<file path="config.mk">
export PLATFORM = sky130hd
export DESIGN_NAME = line_follower_steering_controller
export DESIGN_NICKNAME = d
export VERILOG_FILES = /design/src/hw/rtl/lfsc_pkg.sv /design/src/hw/rtl/lfsc_fifo.sv /design/src/hw/rtl/lfsc_front.sv /design/src/hw/rtl/lfsc_back.sv /design/src/hw/rtl/line_follower_steering_controller.sv
export SDC_FILE = /design/constraint.sdc
export NUM_CORES = 1
export LEC_CHECK = 0
export BUFFER_PORTS_ARGS = -buffer_cell sky130_fd_sc_hd__buf_2
export CAP_MARGIN = 20
export CORE_UTILIZATION = 67
export DETAILED_ROUTE_END_ITERATION = 7
export PLACE_DENSITY_LB_ADDON = 0.05
export SETUP_SLACK_MARGIN = 0.3
export SKIP_CTS_REPAIR_TIMING = 1
export SLEW_MARGIN = 20
export SYNTH_ARGS = -nofsm -noshare
export SYNTH_HDL_FRONTEND = slang
export SYNTH_HIERARCHICAL = 1
export SYNTH_SLANG_ARGS = --single-unit
</file>
<file path="constraint.sdc">
create_clock -name clk -period 13 [get_ports clk]
set_input_delay 3.25 -clock clk [delete_from_list [all_inputs] [get_ports clk]]
set_output_delay 3.25 -clock clk [all_outputs]
set_load 0.01 [all_outputs]
</file>
<file path="src/hw/rtl/lfsc_pkg.sv">
// Shared types, register map, direction codes and reset values for the line follower
// steering controller. No dependencies; lfsc_front, lfsc_back and the top level import it.

package lfsc_pkg;

    // Configuration port
    localparam int ADDR_W = 5;
    localparam int DATA_W = 32;

    typedef enum logic [2:0] {
        REG_BASE_SPEED       = 3'd0,
        REG_PIVOT_SPEED      = 3'd1,
        REG_INNER_TURN_SPEED = 3'd2,
        REG_BOOST_GAIN       = 3'd3,
        REG_BOOST_LIMIT      = 3'd4,
        REG_RECENTER_COUNT   = 3'd5
    } lfsc_reg_t;

    localparam logic [7:0]        BASE_SPEED_RST       = 8'd88;
    localparam logic [7:0]        PIVOT_SPEED_RST      = 8'd110;
    localparam logic [7:0]        INNER_TURN_SPEED_RST = 8'd70;
    localparam logic [7:0]        BOOST_GAIN_RST       = 8'd15;
    localparam logic [7:0]        BOOST_LIMIT_RST      = 8'd120;
    localparam logic signed [5:0] RECENTER_COUNT_RST   = 6'sd20;

    // Curve count limits: pre-update clamp and final saturation
    localparam logic signed [3:0] COUNT_LIMIT = 4'sd5;
    localparam logic signed [4:0] COUNT_SAT   = 5'sd7;

    // Queue depth between the two halves and on the result side
    localparam int QUEUE_DEPTH_DEF = 2;

    // Direction codes
    localparam logic signed [3:0] DIR_STRAIGHT  = 4'sd0;
    localparam logic signed [3:0] DIR_POS1      = 4'sd1;
    localparam logic signed [3:0] DIR_POS2      = 4'sd2;
    localparam logic signed [3:0] DIR_PIVOT_POS = 4'sd3;
    localparam logic signed [3:0] DIR_NEG1      = -4'sd1;
    localparam logic signed [3:0] DIR_NEG2      = -4'sd2;
    localparam logic signed [3:0] DIR_PIVOT_NEG = -4'sd3;
    localparam logic signed [3:0] DIR_STOP      = 4'sd5;

    // /10 by reciprocal: exact floor for values below 16384
    localparam logic [11:0] RECIP_10   = 12'd3277;
    localparam int          RECIP_SHIFT = 15;

    // Sensor decode result, carried from front to back
    typedef enum logic [3:0] {
        ACT_HOLD       = 4'd0,
        ACT_STOP       = 4'd1,
        ACT_CENTRE     = 4'd2,
        ACT_PIVOT_POS  = 4'd3,
        ACT_PIVOT_NEG  = 4'd4,
        ACT_CURVE_POS1 = 4'd5,
        ACT_CURVE_NEG1 = 4'd6,
        ACT_CURVE_POS2 = 4'd7,
        ACT_CURVE_NEG2 = 4'd8
    } lfsc_action_t;

    typedef struct packed {
        logic sensor_1;
        logic sensor_2;
        logic sensor_3;
        logic sensor_4;
        logic sensor_5;
    } lfsc_sample_t;

    typedef struct packed {
        logic [7:0]        motor_a_pwm;
        logic              motor_a_in1;
        logic              motor_a_in2;
        logic [7:0]        motor_b_pwm;
        logic              motor_b_in1;
        logic              motor_b_in2;
        logic signed [3:0] curve_direction_now;
        logic signed [3:0] curve_count_now;
    } lfsc_result_t;

    typedef struct packed {
        logic [7:0]        base_speed;
        logic [7:0]        pivot_speed;
        logic [7:0]        inner_turn_speed;
        logic [7:0]        boost_gain;
        logic [7:0]        boost_limit;
        logic signed [5:0] recenter_count;
    } lfsc_cfg_t;

endpackage

</file>
<file path="src/hw/rtl/lfsc_fifo.sv">
// Small register queue, first in first out, generic width and depth.
// Depends on nothing but its parameters.

module lfsc_fifo #(
    parameter int WIDTH = 8,
    parameter int DEPTH = 2
) (
    input  logic             clk,
    input  logic             rst_n,
    input  logic             wr_en,
    input  logic [WIDTH-1:0] wr_data,
    output logic             full,
    input  logic             rd_en,
    output logic [WIDTH-1:0] rd_data,
    output logic             empty
);

    localparam int PTR_W = (DEPTH > 1) ? $clog2(DEPTH) : 1;
    localparam int CNT_W = $clog2(DEPTH + 1);

    logic [WIDTH-1:0] entries_reg [DEPTH];
    logic [PTR_W-1:0] wr_ptr_reg, wr_ptr_next;
    logic [PTR_W-1:0] rd_ptr_reg, rd_ptr_next;
    logic [CNT_W-1:0] fill_reg, fill_next;
    logic             do_wr, do_rd;

    assign full    = (fill_reg == CNT_W'(DEPTH));
    assign empty   = (fill_reg == '0);
    assign do_wr   = wr_en && !full;
    assign do_rd   = rd_en && !empty;
    assign rd_data = entries_reg[rd_ptr_reg];

    always_comb
    begin
        wr_ptr_next = wr_ptr_reg;
        rd_ptr_next = rd_ptr_reg;
        fill_next   = fill_reg;
        if (do_wr)
        begin
            wr_ptr_next = (wr_ptr_reg == PTR_W'(DEPTH - 1)) ? '0 : wr_ptr_reg + 1'b1;
        end
        if (do_rd)
        begin
            rd_ptr_next = (rd_ptr_reg == PTR_W'(DEPTH - 1)) ? '0 : rd_ptr_reg + 1'b1;
        end
        if (do_wr && !do_rd)
        begin
            fill_next = fill_reg + 1'b1;
        end
        else if (do_rd && !do_wr)
        begin
            fill_next = fill_reg - 1'b1;
        end
    end

    always_ff @(posedge clk or negedge rst_n)
    begin
        if (!rst_n)
        begin
            wr_ptr_reg <= '0;
            rd_ptr_reg <= '0;
            fill_reg   <= '0;
        end
        else
        begin
            wr_ptr_reg <= wr_ptr_next;
            rd_ptr_reg <= rd_ptr_next;
            fill_reg   <= fill_next;
        end
    end

    always_ff @(posedge clk)
    begin
        if (do_wr)
        begin
            entries_reg[wr_ptr_reg] <= wr_data;
        end
    end

endmodule

</file>
<file path="src/hw/rtl/lfsc_front.sv">
// Front end: takes sensor samples and decodes each into a steering action.
// Depends on lfsc_pkg.

module lfsc_front import lfsc_pkg::*; (
    input  logic         push,
    input  lfsc_sample_t sample,
    input  logic         cmd_full,
    output logic         cmd_push,
    output lfsc_action_t cmd_action
);

    logic s1, s2, s3, s4, s5;

    assign s1 = sample.sensor_1;
    assign s2 = sample.sensor_2;
    assign s3 = sample.sensor_3;
    assign s4 = sample.sensor_4;
    assign s5 = sample.sensor_5;

    assign cmd_push = push && !cmd_full;

    // priority decode, first match wins
    always_comb
    begin
        priority if (s1 && s2 && s3 && s4 && s5)
            cmd_action = ACT_STOP;
        else if (s3 && !s1 && !s2 && !s4 && !s5)
            cmd_action = ACT_CENTRE;
        else if (s5 && s4)
            cmd_action = ACT_PIVOT_POS;
        else if (s1 && s2)
            cmd_action = ACT_PIVOT_NEG;
        else if (s2 && !s4)
            cmd_action = ACT_CURVE_POS1;
        else if (s4 && !s2)
            cmd_action = ACT_CURVE_NEG1;
        else if (s1)
            cmd_action = ACT_CURVE_POS2;
        else if (s5)
            cmd_action = ACT_CURVE_NEG2;
        else
            cmd_action = ACT_HOLD;
    end

endmodule

</file>
<file path="src/hw/rtl/lfsc_back.sv">
// Back end: holds curve count, direction and smoothed speed, drives the motors from the
// old state and applies each decoded action. Depends on lfsc_pkg.

module lfsc_back import lfsc_pkg::*; (
    input  logic         clk,
    input  logic         rst_n,
    input  lfsc_cfg_t    cfg,
    input  logic         cmd_empty,
    input  lfsc_action_t cmd_action,
    output logic         cmd_pop,
    input  logic         res_full,
    output logic         res_push,
    output lfsc_result_t res_data
);

    logic signed [3:0]  count_reg, count_next;
    logic signed [3:0]  dir_reg, dir_next;
    logic [7:0]         prev_speed_reg, prev_speed_next;

    logic               fire;
    logic signed [12:0] count_ext, gain_ext, prod, neg_prod, limit_ext;
    logic [7:0]         lboost, rboost;
    logic [11:0]        mix;
    logic [23:0]        mix_scaled;
    logic [7:0]         quot, smoothed;
    logic               slow_zone;
    logic [8:0]         a_sum, b_sum;
    logic [7:0]         a_pwm, b_pwm;
    logic               a1, a2, b1, b2;
    logic signed [3:0]  count_clamped;
    logic signed [4:0]  count_upd, count_sat;
    logic signed [2:0]  delta;

    assign fire     = !cmd_empty && !res_full;
    assign cmd_pop  = fire;
    assign res_push = fire;

    // boost from the stored (unclamped) count
    assign count_ext = {{9{count_reg[3]}}, count_reg};
    assign gain_ext  = $signed({5'b0, cfg.boost_gain});
    assign limit_ext = $signed({5'b0, cfg.boost_limit});
    assign prod      = count_ext * gain_ext;
    assign neg_prod  = -prod;

    always_comb
    begin
        if (prod <= 13'sd0)
            lboost = '0;
        else if (prod > limit_ext)
            lboost = cfg.boost_limit;
        else
            lboost = prod[7:0];

        if (neg_prod <= 13'sd0)
            rboost = '0;
        else if (neg_prod > limit_ext)
            rboost = cfg.boost_limit;
        else
            rboost = neg_prod[7:0];
    end

    // (7*prev + 3*base) / 10
    assign mix        = ({4'b0, prev_speed_reg} << 3) - {4'b0, prev_speed_reg}
                      + ({4'b0, cfg.base_speed} << 1) + {4'b0, cfg.base_speed};
    assign mix_scaled = {12'b0, mix} * {12'b0, RECIP_10};
    assign quot       = mix_scaled[RECIP_SHIFT+7:RECIP_SHIFT];

    assign slow_zone       = (dir_reg == DIR_NEG1) || (dir_reg == DIR_STRAIGHT)
                          || (dir_reg == DIR_POS1);
    assign smoothed        = slow_zone ? quot : cfg.base_speed;
    assign prev_speed_next = (fire && slow_zone) ? quot : prev_speed_reg;

    assign a_sum = {1'b0, smoothed} + {1'b0, lboost};
    assign b_sum = {1'b0, smoothed} + {1'b0, rboost};

    always_comb
    begin
        a1    = 1'b0;
        a2    = 1'b1;
        b1    = 1'b1;
        b2    = 1'b0;
        a_pwm = '0;
        b_pwm = '0;
        unique case (dir_reg)
            DIR_STRAIGHT:
            begin
                a_pwm = cfg.base_speed;
                b_pwm = cfg.base_speed;
            end
            DIR_NEG1, DIR_NEG2:
            begin
                b_pwm = cfg.inner_turn_speed;
                a_pwm = a_sum[8] ? 8'hFF : a_sum[7:0];
            end
            DIR_POS1, DIR_POS2:
            begin
                b_pwm = b_sum[8] ? 8'hFF : b_sum[7:0];
                a_pwm = cfg.inner_turn_speed;
            end
            DIR_PIVOT_NEG:
            begin
                a1    = 1'b1;
                a2    = 1'b0;
                b_pwm = cfg.pivot_speed;
            end
            DIR_PIVOT_POS:
            begin
                b1    = 1'b0;
                b2    = 1'b1;
                a_pwm = cfg.pivot_speed;
            end
            default:
            begin
                a_pwm = '0;
                b_pwm = '0;
            end
        endcase
    end

    // state update
    always_comb
    begin
        if (count_reg > COUNT_LIMIT)
            count_clamped = COUNT_LIMIT;
        else if (count_reg < -COUNT_LIMIT)
            count_clamped = -COUNT_LIMIT;
        else
            count_clamped = count_reg;

        delta    = 3'sd0;
        dir_next = dir_reg;
        unique case (cmd_action)
            ACT_STOP:
                dir_next = DIR_STOP;
            ACT_CENTRE:
            begin
                if ({{2{count_clamped[3]}}, count_clamped} == cfg.recenter_count)
                    dir_next = DIR_STRAIGHT;
            end
            ACT_PIVOT_POS:
            begin
                dir_next = DIR_PIVOT_POS;
                delta    = 3'sd1;
            end
            ACT_PIVOT_NEG:
            begin
                dir_next = DIR_PIVOT_NEG;
                delta    = -3'sd1;
            end
            ACT_CURVE_POS1:
            begin
                dir_next = DIR_POS1;
                delta    = 3'sd1;
            end
            ACT_CURVE_NEG1:
            begin
                dir_next = DIR_NEG1;
                delta    = -3'sd1;
            end
            ACT_CURVE_POS2:
            begin
                dir_next = DIR_POS2;
                delta    = 3'sd2;
            end
            ACT_CURVE_NEG2:
            begin
                dir_next = DIR_NEG2;
                delta    = -3'sd2;
            end
            default:
                dir_next = dir_reg;
        endcase

        count_upd = {count_clamped[3], count_clamped} + {{2{delta[2]}}, delta};
        if (count_upd > COUNT_SAT)
            count_sat = COUNT_SAT;
        else if (count_upd < -COUNT_SAT)
            count_sat = -COUNT_SAT;
        else
            count_sat = count_upd;
        count_next = count_sat[3:0];
    end

    always_comb
    begin
        res_data.motor_a_pwm         = a_pwm;
        res_data.motor_a_in1         = a1;
        res_data.motor_a_in2         = a2;
        res_data.motor_b_pwm         = b_pwm;
        res_data.motor_b_in1         = b1;
        res_data.motor_b_in2         = b2;
        res_data.curve_direction_now = dir_next;
        res_data.curve_count_now     = count_next;
    end

    always_ff @(posedge clk or negedge rst_n)
    begin
        if (!rst_n)
        begin
            count_reg      <= '0;
            dir_reg        <= DIR_STRAIGHT;
            prev_speed_reg <= BASE_SPEED_RST;
        end
        else if (fire)
        begin
            count_reg      <= count_next;
            dir_reg        <= dir_next;
            prev_speed_reg <= prev_speed_next;
        end
    end

endmodule

</file>
<file path="src/hw/rtl/line_follower_steering_controller.sv">
// Line follower steering controller: top level with configuration registers and APB port.
// Depends on lfsc_pkg, lfsc_front, lfsc_back and lfsc_fifo.
//
// One five-bit sensor sample in, one motor command out, at a sustained rate of one
// sample per clock cycle when neither queue stalls. The front end decodes each sample
// into a steering action and queues it; the back end applies actions one per cycle
// while an action is queued and the result queue has room, its count, direction and
// smoothed-speed registers feeding each update into the next, and places each result
// in the result queue. Both queues hold QUEUE_DEPTH entries, so either side may stall
// on its own. Registers sit at byte addresses 0, 4, ... 20 and may be rewritten only
// while no transaction is in flight.

module line_follower_steering_controller import lfsc_pkg::*; #(
    parameter int QUEUE_DEPTH = QUEUE_DEPTH_DEF
) (
    input  logic              clk,
    input  logic              rst_n,
    // sample side
    input  logic              push,
    output logic              full,
    input  lfsc_sample_t      sample,
    // result side
    input  logic              pop,
    output logic              empty,
    output lfsc_result_t      result,
    // configuration
    input  logic              psel,
    input  logic              penable,
    input  logic              pwrite,
    input  logic [ADDR_W-1:0] paddr,
    input  logic [DATA_W-1:0] pwdata,
    output logic [DATA_W-1:0] prdata,
    output logic              pready
);

    lfsc_cfg_t    cfg_reg;
    lfsc_reg_t    reg_sel;
    logic         cfg_wr;

    logic         cmd_push, cmd_full, cmd_empty, cmd_pop;
    lfsc_action_t cmd_action_in, cmd_action_out;
    logic [$bits(lfsc_action_t)-1:0] cmd_raw;

    logic         res_push, res_full;
    lfsc_result_t res_data;
    logic [$bits(lfsc_result_t)-1:0] res_raw;

    assign pready  = 1'b1;
    assign reg_sel = lfsc_reg_t'(paddr[4:2]);
    assign cfg_wr  = psel && penable && pwrite && pready;

    always_ff @(posedge clk or negedge rst_n)
    begin
        if (!rst_n)
        begin
            cfg_reg.base_speed       <= BASE_SPEED_RST;
            cfg_reg.pivot_speed      <= PIVOT_SPEED_RST;
            cfg_reg.inner_turn_speed <= INNER_TURN_SPEED_RST;
            cfg_reg.boost_gain       <= BOOST_GAIN_RST;
            cfg_reg.boost_limit      <= BOOST_LIMIT_RST;
            cfg_reg.recenter_count   <= RECENTER_COUNT_RST;
        end
        else if (cfg_wr)
        begin
            unique case (reg_sel)
                REG_BASE_SPEED:       cfg_reg.base_speed       <= pwdata[7:0];
                REG_PIVOT_SPEED:      cfg_reg.pivot_speed      <= pwdata[7:0];
                REG_INNER_TURN_SPEED: cfg_reg.inner_turn_speed <= pwdata[7:0];
                REG_BOOST_GAIN:       cfg_reg.boost_gain       <= pwdata[7:0];
                REG_BOOST_LIMIT:      cfg_reg.boost_limit      <= pwdata[7:0];
                REG_RECENTER_COUNT:   cfg_reg.recenter_count   <= $signed(pwdata[5:0]);
                default:              ;
            endcase
        end
    end

    always_comb
    begin
        unique case (reg_sel)
            REG_BASE_SPEED:       prdata = {24'b0, cfg_reg.base_speed};
            REG_PIVOT_SPEED:      prdata = {24'b0, cfg_reg.pivot_speed};
            REG_INNER_TURN_SPEED: prdata = {24'b0, cfg_reg.inner_turn_speed};
            REG_BOOST_GAIN:       prdata = {24'b0, cfg_reg.boost_gain};
            REG_BOOST_LIMIT:      prdata = {24'b0, cfg_reg.boost_limit};
            REG_RECENTER_COUNT:   prdata = {{26{cfg_reg.recenter_count[5]}},
                                            cfg_reg.recenter_count};
            default:              prdata = '0;
        endcase
    end

    lfsc_front u_front (
        .push       (push),
        .sample     (sample),
        .cmd_full   (cmd_full),
        .cmd_push   (cmd_push),
        .cmd_action (cmd_action_in)
    );

    assign full = cmd_full;

    lfsc_fifo #(
        .WIDTH ($bits(lfsc_action_t)),
        .DEPTH (QUEUE_DEPTH)
    ) u_cmd_q (
        .clk     (clk),
        .rst_n   (rst_n),
        .wr_en   (cmd_push),
        .wr_data (cmd_action_in),
        .full    (cmd_full),
        .rd_en   (cmd_pop),
        .rd_data (cmd_raw),
        .empty   (cmd_empty)
    );

    assign cmd_action_out = lfsc_action_t'(cmd_raw);

    lfsc_back u_back (
        .clk        (clk),
        .rst_n      (rst_n),
        .cfg        (cfg_reg),
        .cmd_empty  (cmd_empty),
        .cmd_action (cmd_action_out),
        .cmd_pop    (cmd_pop),
        .res_full   (res_full),
        .res_push   (res_push),
        .res_data   (res_data)
    );

    lfsc_fifo #(
        .WIDTH ($bits(lfsc_result_t)),
        .DEPTH (QUEUE_DEPTH)
    ) u_res_q (
        .clk     (clk),
        .rst_n   (rst_n),
        .wr_en   (res_push),
        .wr_data (res_data),
        .full    (res_full),
        .rd_en   (pop),
        .rd_data (res_raw),
        .empty   (empty)
    );

    assign result = lfsc_result_t'(res_raw);

endmodule
</file>
# Word level (Yosys, flattened, before mapping)
# Memory sizes are Yosys's and may differ from the RTL's.
# Cells that the tools add are included.
[totals] reg_bits=70 latchBits=0 ramBits=64 romBits=0 in_bits=49 out_inout_bits=63 elab_cells=163 n_memories=2
[classes] n_addsub=15 n_mul=2 n_div=0 n_lt_le_gt_ge=8 eq_ne=24 shift=0 n_mux=41 bitwise=0 n_reduce_logical=56
[memory_table] memory="u_res_q.entries_reg" words=2 word_bits=28 read_ports=1 rd_ports_with_merged_regs=0 wr=1 line="lfsc_fifo.sv:21" text="logic [WIDTH-1:0] entries_reg [DEPTH];"
[memory_table] memory="u_cmd_q.entries_reg" words=2 word_bits=4 read_ports=1 rd_ports_with_merged_regs=0 wr=1 line="lfsc_fifo.sv:21"
[ops] operator="case mux 32 bit (6 select lines)" count=1
[ops] operator="case mux 8 bit (4 select lines)" count=2
[ops] operator="two-way mux 8 bit" count=7
[ops] operator="two-way mux 4 bit" count=13
[ops] operator="case mux 4 bit (8 select lines)" count=1
[ops] operator="greater-than comparator 13 x 9 -> 1 bit" count=2
[ops] operator="<= comparator 13 x 1 -> 1 bit, second input constant" count=2
[ops] operator="logical AND 1 bit" count=24
[ops] operator="multiplier 12 x 12 -> 23 bit, second input constant" count=1
[ops] operator="== test 4 x 2 -> 1 bit, second input constant" count=5
[ops] operator="adder 8 x 8 -> 9 bit" count=2
[ops] operator="== test 4 x 3 -> 1 bit, second input constant" count=4
[ops] operator="== test 4 bit, second input constant" count=4
[ops] operator="AND reduction 2 bit" count=7
[ops] operator="multiplier 4 x 9 -> 13 bit" count=1
[ops] operator="negation 13 bit" count=1
[ops] operator="adder 12 x 8 -> 12 bit" count=1
[ops] operator="adder 12 x 9 -> 12 bit" count=1
[ops] operator="== test 4 x 1 -> 1 bit, second input constant" count=3
[ops] operator="zero test 1 bit" count=12
[ops] operator="two-way mux 1 bit" count=12
[ops] operator="case mux 3 bit (4 select lines)" count=1
[ops] operator="subtractor 11 x 8 -> 12 bit" count=1
[ops] operator="zero test 4 bit" count=2
[ops] operator="19 further kinds" count=36

# Depth between registers and ports, before layout
[logic_depth] word_depth=8 mapped_depth=41 mapped_depth_nobuf=41

# By module
# The synthesis kept the hierarchy.
[by_module_without_submodules] mod="lfsc_back" n_inst=1 cells_per_inst=916 area_per_inst_um2=7578.5 seq_area_each_um2=404.1
[by_module_without_submodules] mod="line_follower_steering_controller" n_inst=1 cells_per_inst=180 area_per_inst_um2=2408.6 seq_area_each_um2=1177.4
[by_module_without_submodules] mod="lfsc_fifo at u_res_q" n_inst=1 cells_per_inst=106 area_per_inst_um2=2264.7 seq_area_each_um2=1781.7
[by_module_without_submodules] mod="lfsc_fifo at u_cmd_q" n_inst=1 cells_per_inst=31 area_per_inst_um2=481.7 seq_area_each_um2=340.3
[by_module_without_submodules] mod="lfsc_front" n_inst=1 cells_per_inst=14 area_per_inst_um2=81.3 seq_area_each_um2=0.0

# Worst setup path before layout
# OpenSTA, ideal clock, no wires.
[synth_timing] path_kind="reg2reg" from="register u_back.prev_speed_reg[3]" to="memory u_res_q/entries_reg[0][22] in the netlist's numbering, data pin" setup_ps=275 arrival_time_ps=8471 required_ps=12725 path_slack_ps=4254 path_stages_with_launch=39 n_path_buf=0 synth_period_minus_slack_ps=8746 cell_sequence="dfstp_2 > inv_1 > fa_1 > inv_1 > fa_1 > inv_1 > ha_1 > a21o_1 > a21oi_1 > o21bai_1 > a21oi_1 > xnor2_1 > ha_1 > inv_1 > fa_1 > inv_1 > fa_1 > fa_1 > [3 not listed] > ha_1 > nand2_1 > nor2_1 > o211ai_1 > a31oi_1 > o21a_1 > nor2_1 > nand2_1 > o21ai_0 > fa_1 > a21o_1 > a21oi_1 > o21bai_1 > a21oi_1 > o21bai_1 > a21o_1 > o21ai_0 > o21ai_0"
[synth_rtl] item="start: declaration" line="lfsc_back.sv:18" text="logic [7:0] prev_speed_reg, prev_speed_next;"
[synth_rtl] item="start signal: assignment" line="lfsc_back.sv:208" text="prev_speed_reg <= prev_speed_next;"
[synth_rtl] item="end: declaration" line="lfsc_fifo.sv:21"

==> results by group <==
Cells and area
  – Layout cells sized above 1: 20.6%
  – Fillers: 1,333
  – Syn-to-layout area delta: 7.89%
  – Fin area: 0.0138 mm²
  – Max FFs per register: 56
  – Nets: 1,574
  – Antenna cells: 0

Synthesis
  – Post-synthesis sequential area ratio: 28.9%
  – Number of flops mapped to enable cells by yosys: 64
  – Most common flop cell mapped by yosys: edfxtp_1
  – Mux contribution to synthesized area: 11.3%
  – Synthesized flop and latch total: 134
  – Mapped Cells: 1,247
  – Area leader, netlist: ha_1
  – Mapped cell area: 0.0128 mm²
  – Asr flop ratio synth: 52.2%
  – Main combinational cell family by area after synthesis: adder cells
  – Syn Area/Cell: 10.3 µm²
  – Post-synth top area share: 15.4%
  – Area share of fa/ha/maj cells after synthesis: 25.6%
  – Simple-Gate Fraction of Synth Area: 9.87%
  – Ys Warns: 6
  – Xor/xnor share of the synthesized area: 4.02%
  – Synth top area cells: ha_1 15%, edfxtp_1 15%, fa_1 10%
  – Mapped Nets: 1,519
  – Yosys cell types: 87
  – Synth Area in Compound Gates: 12.5%

Clocking
  – CTS H-tree lvls: 4
  – CTS tree: yes
  – Clk buf depth: 2
  – Worst-Skew Late Latency: 0.43 ns
  – CTS sink cnt: 134
  – CTS buffer count: 17
  – Clock transition at path regs: 0.06 ns
  – Clock root buffer: clkbuf_16

Die
  – I/O Pins: 112
  – Cell Rows: 50
  – Die area: 0.0197 mm²
  – Die Ht: 140 µm
  – Core area: 0.0187 mm²
  – Starting density of the core: 68.5%
  – Die width: 140 µm

Worst setup path
  – Worst path required time: 13.13 ns
  – Worst path arrival time: 10.14 ns
  – Crit path largest cell delay: 0.57 ns
  – CP startpoint kind: register
  – CP endpoint kind: register
  – Kind of critical path: reg2reg
  – Crit-path max FO: 8
  – Slowest CP cell: fa_1

STA
  – Clk_skew: 0.00962 ns
  – Final worst-path setup slack: 2.99 ns
  – Rel. slew slack: 32.5%
  – Setup TNS: 0 ns
  – Max Fclk: 99.9 MHz
  – Slew @ Worst Pin: 1.01 ns
  – Period utilization: 77.0%
  – Final Hold Viols: 0
  – Setup violators final: 0
  – Slew Viols, Final: 0
  – Final min period: 10.01 ns
  – Unrepaired setup endpoints after global routing: no

Run status
  – Status: finished, final reports clean

Route
  – Met3 wire length: 1610 µm
  – Initial DRC count: 653
  – Avg WL per Cell: 18.4 µm
  – DRC: 0
  – Met2 WL: 13,300 µm
  – Post-route ant nets: 0
  – Met1 wire length: 13,100 µm
  – Vias per std cell: 5.99
  – TritonRoute pass-1 iters: 6
  – Top sig layer: met4
  – Total Wirelength: 28,500 µm
  – Routed vias: 9,272

Placed design
  – GPL Wtd Cong: 0.891
  – IO Port Bufs: 84
  – Dpl hpwl: 22,400 µm
  – Pre-CTS setup slack: 3.03 ns
  – Area of placed instances: 0.0132 mm²

Global routing
  – Vias in the first global route: 9,089
  – Total GRT Usage: 30.7%
  – Initial antenna violation count: 0
  – Pin count of the biggest net entering global routing: 71
  – Grt total ovfl: 0
  – First-pass GRT wire length: 46,700 µm

Flow run
  – Max-Cap Viols: 0

Worst hold path
  – Worst min-delay path class: reg2reg
-- area by class of cell --
| cell class | count | area [µm²] | area share, % |
|---|---|---|---|
| Multi-Input combinational cell | 887 | 8130 | 58.8 |
| Sequential cell | 134 | 3700 | 26.8 |
| Inverter | 171 | 642 | 4.64 |
| Timing Repair Buffer | 91 | 473 | 3.42 |
| Clock buffer | 20 | 447 | 3.23 |
| Tap cell | 234 | 293 | 2.12 |
| Clock inverter | 12 | 143 | 1.03 |
-- cell usage in the layout, fill, tap and decap left out, drive strengths merged, types with 8 or more instances in the layout --
cell type | netlist | routed
nand2 | 50 | 50
xnor2 | 35 | 35
inv | 171 | 175
edfxtp | 64 | 64
dfstp | 24 | 24
a21oi | 56 | 56
clkbuf | 15 | 20
and2 | 23 | 23
nand2b | 15 | 15
buf | 40 | 91
mux2 | 98 | 98
ha | 158 | 158
fa | 65 | 65
o21ai | 56 | 56
nand3 | 11 | 11
o21bai | 10 | 10
nor2b | 11 | 11
dfrtp | 46 | 46
nor3 | 16 | 16
o21a | 18 | 18
mux2i | 31 | 31
nor2 | 82 | 82
a21o | 15 | 15
a222oi | 8 | 8
xor2 | 23 | 23
-- layer usage --
metal / vias up / track usage [%]
li1: 4461 / -
met1: 4497 / 43.0
met2: 273 / 49.1
met3: 41 / 5.30
met4: 0 / 8.85
met5: - / 0
-- per-stage QoR --
step	util, %	hold slack (ns)	std cells
global placement	70.7	0.479	1517
finish	73.9	0.510	1549
floorplan	-	0.461	1247
CTS	73.9	0.509	1549
detailed placement	70.7	0.485	1517
global route	73.9	0.524	1549
-- worst max-delay path, delay by kind of cell, from the launching register on --
kind	cells	cell delay, ns
buf+inv	7	0.42
flops	1	0.53
compound gates	16	3.51
fa+ha+maj	10	4.69
simple gates	4	0.40
xor+xnor	1	0.16
-- synth_stat cells (all sizes together) (3+ instances only) --
cell type  number
mux2           98
dfrtp          46
xor2           23
inv           171
or3             5
and2           23
nor2           82
nor4b           3
o21a           18
a222oi          8
dfstp          24
o21ai          56
nand2          50
a31o            3
nor4            4
edfxtp         64
a21boi          3
a21oi          56
a22o            4
o31ai           6
o22ai           5
and3            4
a32o            6
nand2b         15
nand3          11
o31a            4
xnor2          35
a211oi          5
a31oi           6
nor2b          11
o211ai          6
or2             4
o221ai          5
clkbuf         15
ha            158
nor3           16
buf            40
fa             65
o21bai         10
nand4           5
mux2i          31
a21o           15
and4            3
-- cells by family after synthesis --
| family | Yosys count |
|---|---|
| simple gates | 243 |
| compound gates | 233 |
| buf+inv | 226 |
| fa+ha+maj | 223 |
| flops | 134 |
| mux | 129 |
| xor+xnor | 58 |
| other cells | 1 |
-- path summary, 6_finish.rpt --
kind,cells past startpoint,end,slack (ns),start
max,38,u_res_q/entries_reg[1][25],2.99,u_back/prev_speed_reg[3]
min,1,u_back/prev_speed_reg[2],0.51,u_back/prev_speed_reg[2]
max reg2reg,38,u_res_q/entries_reg[1][25],2.99,u_back/prev_speed_reg[3]
min reg2reg,1,u_back/prev_speed_reg[2],0.51,u_back/prev_speed_reg[2]
max in group asynchronous,2,u_back/prev_speed_reg[7],9.36,rst_n
min in group asynchronous,2,u_cmd_q/fill_reg[1],3.03,rst_n
Power is not shown: default switching activity piles up to over one toggle a cycle in this logic, so the estimate is an artifact.
